==> config.mk <==
export PLATFORM = sky130hd
export DESIGN_NAME = multibyte_text_glyph_decoder
export DESIGN_NICKNAME = d
export VERILOG_FILES = /design/src/sv/mtgd_pkg.sv /design/src/sv/mtgd_decode.sv /design/src/sv/mtgd_cmd_queue.sv /design/src/sv/multibyte_text_glyph_decoder.sv
export SDC_FILE = /design/constraint.sdc
export NUM_CORES = 1
export LEC_CHECK = 0
export ABC_AREA = 1
export ABC_CLOCK_PERIOD_IN_PS = 16800
export BUFFER_PORTS_ARGS = -buffer_cell sky130_fd_sc_hd__buf_2
export CAP_MARGIN = 20
export CORE_MARGIN = 1.5
export CORE_UTILIZATION = 40
export CTS_BUF_LIST = sky130_fd_sc_hd__clkbuf_16
export CTS_CLUSTER_DIAMETER = 120
export DETAILED_ROUTE_END_ITERATION = 8
export PLACE_DENSITY_LB_ADDON = 0.15
export SYNTH_ARGS = -nofsm -noshare
export SYNTH_HDL_FRONTEND = slang
export SYNTH_HIERARCHICAL = 1
export SYNTH_SLANG_ARGS = --single-unit
==> constraint.sdc <==
create_clock -name i_clk -period 16.8 [get_ports i_clk]
set_input_delay 3.36 -clock i_clk [delete_from_list [all_inputs] [get_ports i_clk]]
set_output_delay 3.36 -clock i_clk [all_outputs]
set_load 0.005 [all_outputs]
==> src/sv/mtgd_pkg.sv <==
// Shared types and constants for the multibyte text glyph decoder.
// Used by the decode logic, the command queue and the top level.
package mtgd_pkg;

    typedef enum logic [1:0] {
        LANG_SINGLE = 2'd0,
        LANG_SJIS   = 2'd1,
        LANG_EUC_JP = 2'd2,
        LANG_EUC_CN = 2'd3
    } t_lang;

    localparam logic [1:0] FONT_HALF = 2'd0;
    localparam logic [1:0] FONT_JP   = 2'd1;
    localparam logic [1:0] FONT_CN   = 2'd2;

    localparam logic       KIND_HALF = 1'b0;
    localparam logic       KIND_FULL = 1'b1;

    localparam logic [11:0] PEN_MAX    = 12'd4095;
    localparam logic [12:0] PEN_STEP   = 13'd8;
    localparam logic [19:0] JP_PAIR_BASE = 20'd4096;
    localparam logic [19:0] HALF_STEP  = 20'd16;

    typedef struct packed {
        logic [1:0]         font_table;
        logic signed [19:0] glyph_offset;
        logic signed [12:0] draw_x;
        logic [11:0]        draw_y;
        logic [7:0]         draw_color;
        logic               glyph_kind;
        logic               last;
    } t_cmd;

    typedef struct packed {
        t_cmd       cmd0;
        t_cmd       cmd1;
        logic [1:0] cmd_cnt;
        logic [7:0] lead_next;
        logic [11:0] pen_next;
    } t_dec;

endpackage

==> src/sv/mtgd_decode.sv <==
// Byte decoder: turns one text byte, the pending lead byte and the pen into
// up to two glyph commands plus the next lead byte and pen. Uses mtgd_pkg.
module mtgd_decode (
    input  mtgd_pkg::t_lang i_lang,
    input  logic [7:0]      i_lead,
    input  logic [11:0]     i_pen,
    input  logic [7:0]      i_text_byte,
    input  logic            i_first_of_string,
    input  logic [11:0]     i_start_x,
    input  logic [11:0]     i_start_y,
    input  logic [7:0]      i_color,
    output mtgd_pkg::t_dec  o_dec
);
    import mtgd_pkg::*;

    logic [11:0]        x;
    logic [12:0]        x_sum;
    logic signed [12:0] x_here;
    logic signed [12:0] x_left;
    logic signed [9:0]  lb;
    logic signed [9:0]  tb;
    logic signed [9:0]  d;
    logic signed [9:0]  k;
    logic signed [9:0]  t;
    logic signed [15:0] k_ext;
    logic signed [15:0] idx;
    logic [20:0]        off_raw;
    logic [19:0]        off_pair;
    logic [19:0]        off_single;
    logic               is_lead;

    always_comb begin
        x       = i_first_of_string ? i_start_x : i_pen;
        x_here  = signed'({1'b0, x});
        x_left  = x_here - signed'(PEN_STEP);
        x_sum   = {1'b0, x} + PEN_STEP;
        lb      = signed'({2'b00, i_lead});
        tb      = signed'({2'b00, i_text_byte});
        off_single = {8'd0, i_text_byte, 4'd0};

        d = '0;
        if (i_lang == LANG_SJIS) begin
            if (i_lead >= 8'h81 && i_lead <= 8'h9f) begin
                d = lb - 10'sd129;
                k = {d[8:0], 1'b0};
            end else begin
                d = lb - 10'sd224;
                k = {d[8:0], 1'b0} + 10'sd62;
            end
            if (i_text_byte >= 8'h40 && i_text_byte <= 8'h7e) begin
                t = tb - 10'sd64;
            end else if (i_text_byte >= 8'h80 && i_text_byte <= 8'h9e) begin
                t = tb - 10'sd65;
            end else begin
                t = tb - 10'sd159;
                k = k + 10'sd1;
            end
        end else begin
            k = lb - 10'sd161;
            t = tb - 10'sd161;
        end
        k_ext    = 16'(k);
        idx      = k_ext * 16'sd94 + 16'(t);
        off_raw  = {idx, 5'd0};
        off_pair = off_raw[19:0];

        case (i_lang)
            LANG_SJIS:   is_lead = (i_text_byte >= 8'h81 && i_text_byte <= 8'h9f) ||
                                   (i_text_byte >= 8'he0 && i_text_byte <= 8'hfc);
            LANG_EUC_JP: is_lead = (i_text_byte >= 8'h81 && i_text_byte <= 8'hfe);
            LANG_EUC_CN: is_lead = (i_text_byte >= 8'ha1 && i_text_byte <= 8'hfe);
            default:     is_lead = 1'b0;
        endcase

        o_dec.cmd0.font_table   = FONT_HALF;
        o_dec.cmd0.glyph_offset = signed'(off_single);
        o_dec.cmd0.draw_x       = x_here;
        o_dec.cmd0.draw_y       = i_start_y;
        o_dec.cmd0.draw_color   = i_color;
        o_dec.cmd0.glyph_kind   = KIND_HALF;
        o_dec.cmd0.last         = 1'b1;
        o_dec.cmd1              = o_dec.cmd0;
        o_dec.cmd_cnt           = 2'd1;
        o_dec.lead_next         = i_lead;
        o_dec.pen_next          = (x_sum > {1'b0, PEN_MAX}) ? PEN_MAX : x_sum[11:0];

        if (i_lang == LANG_SINGLE) begin
            o_dec.cmd_cnt = 2'd1;
        end else if (i_lead == 8'd0) begin
            if (is_lead) begin
                o_dec.lead_next = i_text_byte;
                o_dec.cmd_cnt   = 2'd0;
            end else begin
                o_dec.cmd0.font_table = (i_lang == LANG_EUC_CN) ? FONT_HALF : FONT_JP;
            end
        end else begin
            o_dec.lead_next = 8'd0;
            o_dec.cmd0.draw_x = x_left;
            if (i_lang == LANG_EUC_CN) begin
                o_dec.cmd0.font_table   = FONT_CN;
                o_dec.cmd0.glyph_offset = signed'(off_pair);
                o_dec.cmd0.glyph_kind   = KIND_FULL;
            end else begin
                o_dec.cmd_cnt           = 2'd2;
                o_dec.cmd0.font_table   = FONT_JP;
                o_dec.cmd0.glyph_offset = signed'(off_pair + JP_PAIR_BASE);
                o_dec.cmd0.last         = 1'b0;
                o_dec.cmd1.font_table   = FONT_JP;
                o_dec.cmd1.glyph_offset = signed'(off_pair + JP_PAIR_BASE + HALF_STEP);
                o_dec.cmd1.draw_x       = x_here;
            end
        end
    end

endmodule

==> src/sv/mtgd_cmd_queue.sv <==
// Four-entry command queue: takes zero, one or two commands per cycle and
// hands out one per cycle under valid/stall. Uses mtgd_pkg.
module mtgd_cmd_queue (
    input  logic           i_clk,
    input  logic           i_rst_n,
    input  logic [1:0]     i_push_cnt,
    input  mtgd_pkg::t_cmd i_cmd0,
    input  mtgd_pkg::t_cmd i_cmd1,
    output logic           o_room2,
    output logic           o_valid,
    input  logic           i_stall,
    output mtgd_pkg::t_cmd o_cmd
);
    import mtgd_pkg::*;

    t_cmd       r_mem [4];
    logic [1:0] r_wr;
    logic [1:0] r_rd;
    logic [2:0] r_cnt;
    logic [1:0] n_wr;
    logic [1:0] n_rd;
    logic [2:0] n_cnt;
    logic       pop;
    logic [1:0] wr1;

    always_comb begin
        pop     = (r_cnt != 3'd0) && !i_stall;
        wr1     = r_wr + 2'd1;
        n_wr    = r_wr + i_push_cnt;
        n_rd    = pop ? r_rd + 2'd1 : r_rd;
        n_cnt   = r_cnt + {1'b0, i_push_cnt} - {2'b00, pop};
        o_room2 = (r_cnt <= 3'd2);
        o_valid = (r_cnt != 3'd0);
        o_cmd   = r_mem[r_rd];
    end

    always_ff @(posedge i_clk) begin
        if (!i_rst_n) begin
            r_wr  <= '0;
            r_rd  <= '0;
            r_cnt <= '0;
        end else begin
            r_wr  <= n_wr;
            r_rd  <= n_rd;
            r_cnt <= n_cnt;
        end
    end

    always_ff @(posedge i_clk) begin
        if (i_push_cnt != 2'd0) begin
            r_mem[r_wr] <= i_cmd0;
        end
        if (i_push_cnt == 2'd2) begin
            r_mem[wr1] <= i_cmd1;
        end
    end

endmodule

==> src/sv/multibyte_text_glyph_decoder.sv <==
// Multibyte text glyph decoder: text bytes in, glyph draw commands out.
// Commands: the commands of an accepted byte are registered into the command queue.
// Throughput: one byte per cycle while the four-entry command queue has room for two;
// the two halves of a JP pair leave the queue as two commands in turn.
// Reset: synchronous, active low; clears mode, pending lead byte, pen and queue.
module multibyte_text_glyph_decoder (
    input  logic               i_clk,
    input  logic               i_rst_n,
    input  logic               i_cfg_we,
    input  logic [1:0]         i_cfg_data,
    input  logic               i_in_valid,
    output logic               o_in_stall,
    input  logic [7:0]         i_text_byte,
    input  logic               i_first_of_string,
    input  logic [11:0]        i_start_x,
    input  logic [11:0]        i_start_y,
    input  logic [7:0]         i_color,
    output logic               o_out_valid,
    input  logic               i_out_stall,
    output logic [1:0]         o_font_table,
    output logic signed [19:0] o_glyph_offset,
    output logic signed [12:0] o_draw_x,
    output logic [11:0]        o_draw_y,
    output logic [7:0]         o_draw_color,
    output logic               o_glyph_kind,
    output logic               o_last
);
    import mtgd_pkg::*;

    t_lang       r_lang;
    logic [7:0]  r_lead;
    logic [11:0] r_pen;
    t_dec        dec;
    t_cmd        out_cmd;
    logic        room2;
    logic        accept;
    logic [1:0]  push_cnt;

    mtgd_decode u_decode (
        .i_lang            (r_lang),
        .i_lead            (r_lead),
        .i_pen             (r_pen),
        .i_text_byte       (i_text_byte),
        .i_first_of_string (i_first_of_string),
        .i_start_x         (i_start_x),
        .i_start_y         (i_start_y),
        .i_color           (i_color),
        .o_dec             (dec)
    );

    assign o_in_stall = !room2;
    assign accept     = i_in_valid && room2;
    assign push_cnt   = accept ? dec.cmd_cnt : 2'd0;

    always_ff @(posedge i_clk) begin
        if (!i_rst_n) begin
            r_lang <= LANG_SINGLE;
            r_lead <= '0;
            r_pen  <= '0;
        end else begin
            if (i_cfg_we) begin
                r_lang <= t_lang'(i_cfg_data);
            end
            if (accept) begin
                r_lead <= dec.lead_next;
                r_pen  <= dec.pen_next;
            end
        end
    end

    mtgd_cmd_queue u_queue (
        .i_clk      (i_clk),
        .i_rst_n    (i_rst_n),
        .i_push_cnt (push_cnt),
        .i_cmd0     (dec.cmd0),
        .i_cmd1     (dec.cmd1),
        .o_room2    (room2),
        .o_valid    (o_out_valid),
        .i_stall    (i_out_stall),
        .o_cmd      (out_cmd)
    );

    assign o_font_table   = out_cmd.font_table;
    assign o_glyph_offset = out_cmd.glyph_offset;
    assign o_draw_x       = out_cmd.draw_x;
    assign o_draw_y       = out_cmd.draw_y;
    assign o_draw_color   = out_cmd.draw_color;
    assign o_glyph_kind   = out_cmd.glyph_kind;
    assign o_last         = out_cmd.last;

endmodule

==> results.sh, run 1 <==
export IMPL_hold_buffers=0
export IMPL_drt_iter0_markers=767
export IMPL_synth_top_area_cell="edfxtp_1"
export IMPL_antenna_found_initial=0
export IMPL_synth_top_family_by_area="simple AND/OR/NAND/NOR gates"
export IMPL_synth_simple_gate_area_share_pct=19.5
export IMPL_hold_viol=0
export IMPL_ys_warn_count=6
export IMPL_ys_flop_type="edfxtp_1"
export IMPL_synth_edf_count=228
export IMPL_mostFrequentLayoutCells="455 x nand2_1, 238 x inv_1, 233 x o21ai_0"
export IMPL_drive_gt1_share_pct=10.9
export IMPL_cp_num_buf_inv=9
export IMPL_remaining_drc_errors=0
export IMPL_numCtsBuffers=30
export IMPL_synthArstFlopShare_pct=0
export IMPL_crit_slowest_cell="fa_1"
export IMPL_cp_arrival_ns=9.76
export IMPL_whs_ns=0.480
export IMPL_worstSetupPathType="in2reg"
export IMPL_start_kind="input port"
export IMPL_crit_required_ns=17.06
export IMPL_final_cells=2690
export IMPL_outcome="finished, final reports clean"
export IMPL_min_period_ns=9.49
export IMPL_mostFrequentLayoutCell="nand2_1"
export IMPL_synthAdderAreaFrac_pct=7.66
export IMPL_synth_mux_area_share_pct=0
export IMPL_ant_nets=0
export IMPL_worst_slack_ns=7.31
export IMPL_antenna_cells=0
export IMPL_rows=75
export IMPL_final_period_utilization_pct=56.5
export IMPL_grt_overflow_total=0
export IMPL_synth_seq_cells=259
export IMPL_drv_slew=0
export IMPL_wirelength_um=44700
export IMPL_synth_compound_area_share_pct=16.5
export IMPL_synth_xor_area_share_pct=2.03
export IMPL_dp_cells=2637
export IMPL_port_buffers=106
export IMPL_cts_root_buf="clkbuf_16"
export IMPL_cts_setup_buffers=0
export IMPL_finClkSkew_ns=0.0202
export IMPL_critPathCaptureType="flip-flop"
export IMPL_area_growth_syn_to_layout_pct=8.30
export IMPL_vias=13906
export IMPL_synth_cell_type_count=62
export IMPL_dp_hpwl_um=28400
export IMPL_die_h_um=211
export IMPL_cts_tree="built"
export IMPL_min_delay_start="u_queue/r_rd[0]"
export IMPL_synth_top_cells_by_area="edfxtp_1 40%, nand2_1 10%, o21ai_0 6.8%"
export IMPL_seq_area_frac_synth_pct=43.3
export IMPL_rsz0062_at_grt="no"
export IMPL_reg2reg_from="r_lang[1]"
export IMPL_worst_pin_slew_ns=0.984
export IMPL_cts_max_path_buffers=3
export IMPL_cts_resized=0
export IMPL_drt_wirelength_per_cell_um=16.6
export IMPL_path_max_fanout=9
export IMPL_critPathMaxStageDelay_ns=0.49
export IMPL_setup_viol=0
export IMPL_initial_core_util_pct=40.8
export IMPL_clk_latency_ns=0.57
export IMPL_syn_inst=2127
export IMPL_pre_cts_slack_ns=6.75
export IMPL_grt_pass1_vias=12970
export IMPL_io_pins=107
export IMPL_synthesis_area_um2=17200
export IMPL_crit_start="i_text_byte[7]"
export IMPL_die_area_um2=44400
export IMPL_fin_setup_tns_ns=0
export IMPL_clk_transition_reported_paths_ns=0.06
export IMPL_hp_class="reg2reg"
export IMPL_core_area_um2=42200
export IMPL_maxCapViolCount=0
export IMPL_avgSynthCellArea_um2=8.11
export IMPL_clock_sinks=259
export IMPL_num_nets_final=2269
export IMPL_grtUsageTotal_pct=19.9
export IMPL_critPathTopFamily="simple AND/OR/NAND/NOR gates"
export IMPL_grt_pass1_wl_um=69700
export IMPL_grt_max_degree=99
export IMPL_yosys_area_top_type_share_pct=39.7
export IMPL_die_w_um=211
export IMPL_routed_via_density=5.17
export IMPL_gp_congestion=0.881
export IMPL_relSlewSlack_pct=34.3
export IMPL_fmax_mhz=105
export IMPL_critical_path_most_common_cell="nand2_1"
export IMPL_drtPass1Iterations=5
export IMPL_cts_max_level=1
-- per-stage QoR --
step	cell area, µm²	util (%)
after floorplan	17300	-
after global placement	17700	41.8
after detailed placement	17700	41.8
after CTS	18600	44.2
after global routing	18700	44.2
final	18700	44.2
-- worst min-delay path, cell delays in order (launching register included) --
cell	delay (ns)
dfxtp_1	0.32
a21oi_1	0.05
nor2_1	0.07
-- cell usage after synthesis (3+ instances only) --
master	instances
a21oi_1	35
xor2_1	31
buf_6	10
buf_2	25
nor3_1	9
nor2_2	3
xnor2_1	9
o22ai_1	69
a31oi_1	3
clkbuf_1	50
inv_1	236
buf_4	71
o21ai_2	4
o21ai_1	153
ha_1	64
nand3_1	54
nand4_1	9
nor2_1	220
inv_2	10
nand2_1	458
nor3_2	4
a22oi_1	4
edfxtp_1	228
nand2_2	16
fa_1	26
o21ai_0	233
dfxtp_1	31
or2_1	3
or2_2	11
o31ai_1	3
nand3_2	3
-- path summary, 6_finish.rpt --
| path | end | slack (ns) | cells past startpoint |
|---|---|---|---|
| max | u_queue/r_mem[3][54] | 7.31 | 43 |
| min | u_queue/r_rd[0] | 0.48 | 2 |
| max reg2reg | u_queue/r_mem[3][54] | 9.28 | 34 |
| min reg2reg | u_queue/r_rd[0] | 0.48 | 2 |
-- sequential cells by signal (all words and copies together), names as in the netlist, named ones only --
name and flops:
u_queue/r_mem 228, r_pen 12, r_lead 8, u_queue/r_cnt 3, r_lang 2, u_queue/r_rd 2, u_queue/r_wr 2
-- area by class of cell --
| cell class | count | area [µm²] |
|---|---|---|
| Timing Repair Buffer | 120 | 656 |
| Tap cell | 539 | 674 |
| Multi-Input combinational cell | 1473 | 7960 |
| Sequential cell | 259 | 7470 |
| Inverter | 247 | 928 |
| Clock inverter | 21 | 206 |
| Clock buffer | 31 | 776 |
| Fill cell | 4162 | 23600 |
-- logic make-up after synthesis --
| family | after synthesis |
|---|---|
| adders and majority gates | 90 |
| AOI/OAI and AO/OA | 526 |
| DFF | 259 |
| xor gates and xnor gates | 40 |
| other | 2 |
| buffers and inverters | 405 |
| and+or+nand+nor | 805 |
-- metal layers --
metal  vias to the layer above  global-route usage (%)  wire length (µm)  part of all wire [%]
met3                        45                    2.30              2300                   5.1
met4                         0                    4.56               741                   1.7
met1                      6478                    26.8             20600                    46
met5                         -                       0                 0                     0
met2                       332                    34.2             21100                    47
li1                       7051                       -                 -                     -
Power of run 1 is left out: the tool's default activity adds up to more than one toggle a clock period on the data nets, which glitch-free logic cannot reach.
==> run 2: changes to the inputs <==
--- a/config.mk
+++ b/config.mk
@@ -6,7 +6,7 @@
 export NUM_CORES = 1
 export LEC_CHECK = 0
 export ABC_AREA = 1
-export ABC_CLOCK_PERIOD_IN_PS = 16800
+export ABC_CLOCK_PERIOD_IN_PS = 8900
 export BUFFER_PORTS_ARGS = -buffer_cell sky130_fd_sc_hd__buf_2
 export CAP_MARGIN = 20
 export CORE_MARGIN = 1.5
==> constraint.sdc (replaced) <==
create_clock -name i_clk -period 8.9 [get_ports i_clk]
set_input_delay 1.78 -clock i_clk [delete_from_list [all_inputs] [get_ports i_clk]]
set_output_delay 1.78 -clock i_clk [all_outputs]
set_load 0.005 [all_outputs]
==> results.sh, run 2 (synthesis results as in run 1) <==
export IMPL_start_kind="input port"
export IMPL_antenna_found_initial=1
export IMPL_postPlaceCellArea_um2=17700
export IMPL_hp_class="reg2reg"
export IMPL_antenna_cells=0
export IMPL_finClkSkew_ns=0.0123
export IMPL_fin_setup_tns_ns=0
export IMPL_initial_core_util_pct=40.8
export IMPL_vias=13782
export IMPL_grt_pass1_vias=12899
export IMPL_area_growth_syn_to_layout_pct=8.75
export IMPL_wirelength_um=44400
export IMPL_grt_max_degree=75
export IMPL_relSlewSlack_pct=33.8
export IMPL_min_period_ns=7.85
export IMPL_dp_cells=2640
export IMPL_pre_cts_slack_ns=0.468
export IMPL_cts_resized=0
export IMPL_crit_slowest_cell="fa_1"
export IMPL_port_buffers=106
export IMPL_fmax_mhz=127
export IMPL_rsz0062_at_grt="no"
export IMPL_crit_required_ns=9.18
export IMPL_clk_latency_ns=0.56
export IMPL_routed_via_density=5.11
export IMPL_final_cells=2696
export IMPL_core_area_um2=42200
export IMPL_dp_hpwl_um=28700
export IMPL_critPathCaptureType="flip-flop"
export IMPL_drv_slew=0
export IMPL_cp_arrival_ns=8.13
export IMPL_largestRegisters="u_queue/r_mem: 228 flops, r_pen: 12 flops, r_lead: 8 flops"
export IMPL_clock_sinks=259
export IMPL_cts_max_path_buffers=3
export IMPL_mostFrequentLayoutCell="nand2_1"
export IMPL_drt_iter0_markers=746
export IMPL_final_period_utilization_pct=88.2
export IMPL_grtUsageTotal_pct=19.8
export IMPL_cts_root_buf="clkbuf_16"
export IMPL_grt_overflow_total=0
export IMPL_maxCapViolCount=0
export IMPL_cts_max_level=1
export IMPL_drt_wirelength_per_cell_um=16.5
export IMPL_ant_nets=0
export IMPL_clk_transition_reported_paths_ns=0.06
export IMPL_hold_buffers=0
export IMPL_setup_viol=0
export IMPL_drive_gt1_share_pct=11.2
export IMPL_num_nets_final=2271
export IMPL_io_pins=107
export IMPL_critical_path_most_common_cell="nand2_1"
export IMPL_regMostFlops="u_queue/r_mem"
export IMPL_grt_pass1_wl_um=69700
export IMPL_die_area_um2=44400
export IMPL_hold_viol=0
export IMPL_gp_congestion=0.881
export IMPL_path_max_fanout=9
export IMPL_remaining_drc_errors=0
export IMPL_critPathMaxStageDelay_ns=0.49
export IMPL_worstSetupPathType="in2reg"
export IMPL_rows=75
export IMPL_cts_tree="built"
export IMPL_worst_slack_ns=1.05
export IMPL_design_area_um2=18800
export IMPL_worst_pin_slew_ns=0.993
export IMPL_mostFrequentLayoutCells="455 x nand2_1, 239 x inv_1, 233 x o21ai_0"
export IMPL_outcome="finished, final reports clean"
export IMPL_drtPass1Iterations=7
export IMPL_die_w_um=211
export IMPL_cts_setup_buffers=0
export IMPL_largest_reg_flops=228
export IMPL_numCtsBuffers=30
export IMPL_die_h_um=211
[run 2: cell types whose count changed in the layout (fill, tap and decap cells not counted), sizes merged]
cell	previous run	this run
bufinv	4	6
clkinvlp	1	2
buf	120	122
inv	249	250
[run 2: layout make-up]
| cell class | count | area [µm²] |
|---|---|---|
| fillers | 4198 | 23500 |
| well taps | 539 | 674 |
| multi-input cells | 1473 | 7960 |
| repair buffers | 122 | 663 |
| clock inverters | 25 | 277 |
| flip-flops and latches | 259 | 7470 |
| inverters | 247 | 928 |
| clock buffers | 31 | 776 |
[run 2: critical path, delay by kind of cell]
kind	cells	cell delay, ns
compound gates	7	1.43
xor+xnor	1	0.11
fa+ha+maj	6	1.89
buf+inv	9	0.80
simple gates	20	2.12
[run 2: metal layers]
metal | global-route usage (%) | vias up | wire length [µm]
met5 | 0 | - | 11
met4 | 4.95 | 2 | 894
met3 | 2.60 | 51 | 2130
met2 | 33.5 | 322 | 20600
met1 | 27.0 | 6354 | 20800
li1 | - | 7053 | -
[run 2: worst paths after layout]
kind                                      start                    to  slack, ns  cells after the start
worst max-delay path             i_text_byte[7]  u_queue/r_mem[3][54]       1.05                     43
worst min register to register  u_queue/r_rd[0]       u_queue/r_rd[0]       0.50                      2
worst min-delay path            u_queue/r_rd[0]       u_queue/r_rd[0]       0.50                      2
worst max register to register        r_lead[5]  u_queue/r_mem[3][54]       1.79                     36
[run 2: through the flow]
step | utilization [%] | hold WS [ns]
detailed placement | 41.9 | 0.475
finish | 44.4 | 0.495
global route | 44.4 | 0.534
CTS | 44.4 | 0.501
floorplan | - | 0.448
global placement | 41.9 | 0.470
Power of run 2 is left out for the same reason.
==> run 3: changes to the inputs <==
--- a/config.mk
+++ b/config.mk
@@ -5,8 +5,7 @@
 export SDC_FILE = /design/constraint.sdc
 export NUM_CORES = 1
 export LEC_CHECK = 0
-export ABC_AREA = 1
-export ABC_CLOCK_PERIOD_IN_PS = 8900
+export ABC_CLOCK_PERIOD_IN_PS = 8100
 export BUFFER_PORTS_ARGS = -buffer_cell sky130_fd_sc_hd__buf_2
 export CAP_MARGIN = 20
 export CORE_MARGIN = 1.5
==> constraint.sdc (replaced) <==
create_clock -name i_clk -period 8.1 [get_ports i_clk]
set_input_delay 1.62 -clock i_clk [delete_from_list [all_inputs] [get_ports i_clk]]
set_output_delay 1.62 -clock i_clk [all_outputs]
set_load 0.005 [all_outputs]
==> results.sh, run 3 <==
export IMPL_outcome="finished, final reports clean"
export IMPL_fin_setup_tns_ns=0
export IMPL_cts_max_level=1
export IMPL_regMostFlops="u_queue/r_mem"
export IMPL_critical_path_most_common_cell="ha_1"
export IMPL_numCtsBuffers=30
export IMPL_port_buffers=106
export IMPL_gp_congestion=0.822
export IMPL_min_to="r_pen[11]"
export IMPL_grt_overflow_total=0
export IMPL_finClkSkew_ns=0.0301
export IMPL_io_pins=107
export IMPL_mostFrequentLayoutCells="228 x edfxtp_1, 170 x mux2_2, 106 x buf_2"
export IMPL_wirelength_um=39300
export IMPL_synth_top_area_cell="edfxtp_1"
export IMPL_routed_via_density=5.18
export IMPL_vias=10816
export IMPL_hold_buffers=0
export IMPL_synthesis_area_um2=17300
export IMPL_whs_path_depth=2
export IMPL_die_h_um=211
export IMPL_critPathMaxStageDelay_ns=0.52
export IMPL_synth_compound_area_share_pct=7.21
export IMPL_rrSetupSlack_ns=0.72
export IMPL_worst_pin_slew_ns=0.964
export IMPL_cts_root_buf="clkbuf_16"
export IMPL_rsz0062_at_grt="no"
export IMPL_clock_sinks=259
export IMPL_synth_seq_cells=259
export IMPL_fmax_mhz=133
export IMPL_grt_pass1_vias=11001
export IMPL_synthAdderAreaFrac_pct=7.64
export IMPL_dp_hpwl_um=26100
export IMPL_core_area_um2=42900
export IMPL_n_fill_cell=3935
export IMPL_drv_slew=0
export IMPL_area_growth_syn_to_layout_pct=11.3
export IMPL_largest_reg_flops=228
export IMPL_synth_mux_area_share_pct=24.0
export IMPL_synth_edf_count=228
export IMPL_setup_viol=0
export IMPL_crit_required_ns=8.52
export IMPL_synth_cell_type_count=87
export IMPL_synth_top_family_by_area="multiplexers"
export IMPL_ys_flop_type="edfxtp_1"
export IMPL_syn_inst=1393
export IMPL_synth_xor_area_share_pct=2.87
export IMPL_cts_tree="built"
export IMPL_antenna_found_initial=0
export IMPL_yosys_area_top_type_share_pct=39.6
export IMPL_initial_core_util_pct=40.3
export IMPL_num_nets_final=1617
export IMPL_avgSynthCellArea_um2=12.4
export IMPL_remaining_drc_errors=0
export IMPL_antenna_cells=0
export IMPL_mostFrequentLayoutCell="edfxtp_1"
export IMPL_rows=76
export IMPL_r2r_cells=28
export IMPL_regToRegEndpoint="u_queue/r_mem[2][54]"
export IMPL_ys_warn_count=6
export IMPL_maxCapViolCount=0
export IMPL_largestRegisters="u_queue/r_mem: 228 flops, r_pen: 12 flops, r_lead: 8 flops"
export IMPL_start_kind="input port"
export IMPL_reg2reg_from="r_lead[0]"
export IMPL_drt_wirelength_per_cell_um=18.8
export IMPL_drt_iter0_markers=452
export IMPL_min_period_ns=7.52
export IMPL_min_delay_start="r_pen[11]"
export IMPL_synth_simple_gate_area_share_pct=7.83
export IMPL_synth_top_cells_by_area="edfxtp_1 40%, mux2_2 11%, mux4_2 7.4%"
export IMPL_clk_transition_reported_paths_ns=0.06
export IMPL_drtPass1Iterations=5
export IMPL_critPathCaptureType="flip-flop"
export IMPL_cts_max_path_buffers=3
export IMPL_path_max_fanout=13
export IMPL_drive_gt1_share_pct=34.5
export IMPL_die_area_um2=44500
export IMPL_relSlewSlack_pct=35.7
export IMPL_hp_class="reg2reg"
export IMPL_cp_arrival_ns=7.94
export IMPL_ant_nets=0
export IMPL_synthArstFlopShare_pct=0
export IMPL_seq_area_frac_synth_pct=43.2
export IMPL_yosys_top_cells_count="228 x edfxtp_1, 170 x mux2_2, 95 x inv_1"
export IMPL_final_period_utilization_pct=92.9
export IMPL_synth_most_common_cell="edfxtp_1"
export IMPL_die_w_um=211
export IMPL_grt_pass1_wl_um=61900
export IMPL_worstSetupPathType="in2reg"
export IMPL_crit_slowest_cell="or4_1"
export IMPL_clk_latency_ns=0.57
export IMPL_grt_max_degree=52
export IMPL_grtUsageTotal_pct=17.8
export IMPL_hold_viol=0
==> run 3: worst max-delay path: cells and delay by family <==
kind            cells  cell delay (ns)
mux                 2             0.32
fa+ha+maj           6             1.95
compound gates     12             2.37
buf+inv             5             0.49
simple gates        6             1.20
==> run 3: cells by family (layout without fill, tap and decap cells) <==
| group | after synthesis | in the layout |
|---|---|---|
| AOI/OAI and AO/OA | 177 | 177 |
| other | 2 | 12 |
| adders and majority gates | 90 | 90 |
| buffers and inverters | 227 | 327 |
| xor gates and xnor gates | 55 | 55 |
| and+or+nand+nor | 276 | 276 |
| DFF | 259 | 259 |
| muxes | 307 | 307 |
==> run 3: what timing repair did <==
action / 4_1_cts / 5_1_grt
setup endpoints to repair: 0 / 5
gates resized for setup: 0 / 3
endpoints found under the hold margin: 0 / 0
setup buffers: 0 / 1
==> run 3: worst max path at each step <==
stage	start	to	slack [ns]	depth (start not counted)
floorplan	i_text_byte[0]	u_queue/r_mem[3][53]	0.05	35
global placement	i_text_byte[6]	u_queue/r_mem[3][54]	0.06	31
detailed placement	i_text_byte[6]	u_queue/r_mem[3][54]	-0.05	31
CTS	i_text_byte[7]	u_queue/r_mem[3][54]	0.53	31
global route	i_text_byte[7]	u_queue/r_mem[3][54]	0.03	31
finish	i_text_byte[7]	u_queue/r_mem[2][54]	0.58	31
==> run 3: layout make-up <==
| class | instances | area, µm² | share of cell area, % |
|---|---|---|---|
| multi-input combinational | 917 | 8680 | 45.1 |
| sequential | 259 | 7470 | 38.8 |
| timing repair buffer | 172 | 1060 | 5.53 |
| clock buffer | 31 | 776 | 4.03 |
| tap | 585 | 732 | 3.80 |
| inverter | 99 | 372 | 1.93 |
| clock inverter | 25 | 150 | 0.780 |
==> run 3: through the flow <==
stage	instances	setup slack (ns)	instance area [µm²]	hold slack [ns]	util [%]
6_report	2088	0.577	19200	0.455	44.9
5_1_grt	2088	0.0347	19200	0.485	44.9
4_1_cts	2087	0.528	19200	0.457	44.8
3_5_place_dp	2031	-0.0463	18300	0.448	42.7
3_3_place_gp	2031	0.0611	18300	0.445	42.7
2_1_floorplan	1403	0.0475	17300	0.437	-
==> run 3: per-layer routing <==
metal | vias to the layer above | track usage, % | part of all wire [%]
li1 | 5288 | - | -
met1 | 5313 | 25.3 | 48
met2 | 171 | 29.3 | 47
met3 | 44 | 2.07 | 3.6
met4 | 0 | 3.55 | 1.3
met5 | - | 0 | 0
Power of run 3 is left out for the same reason.
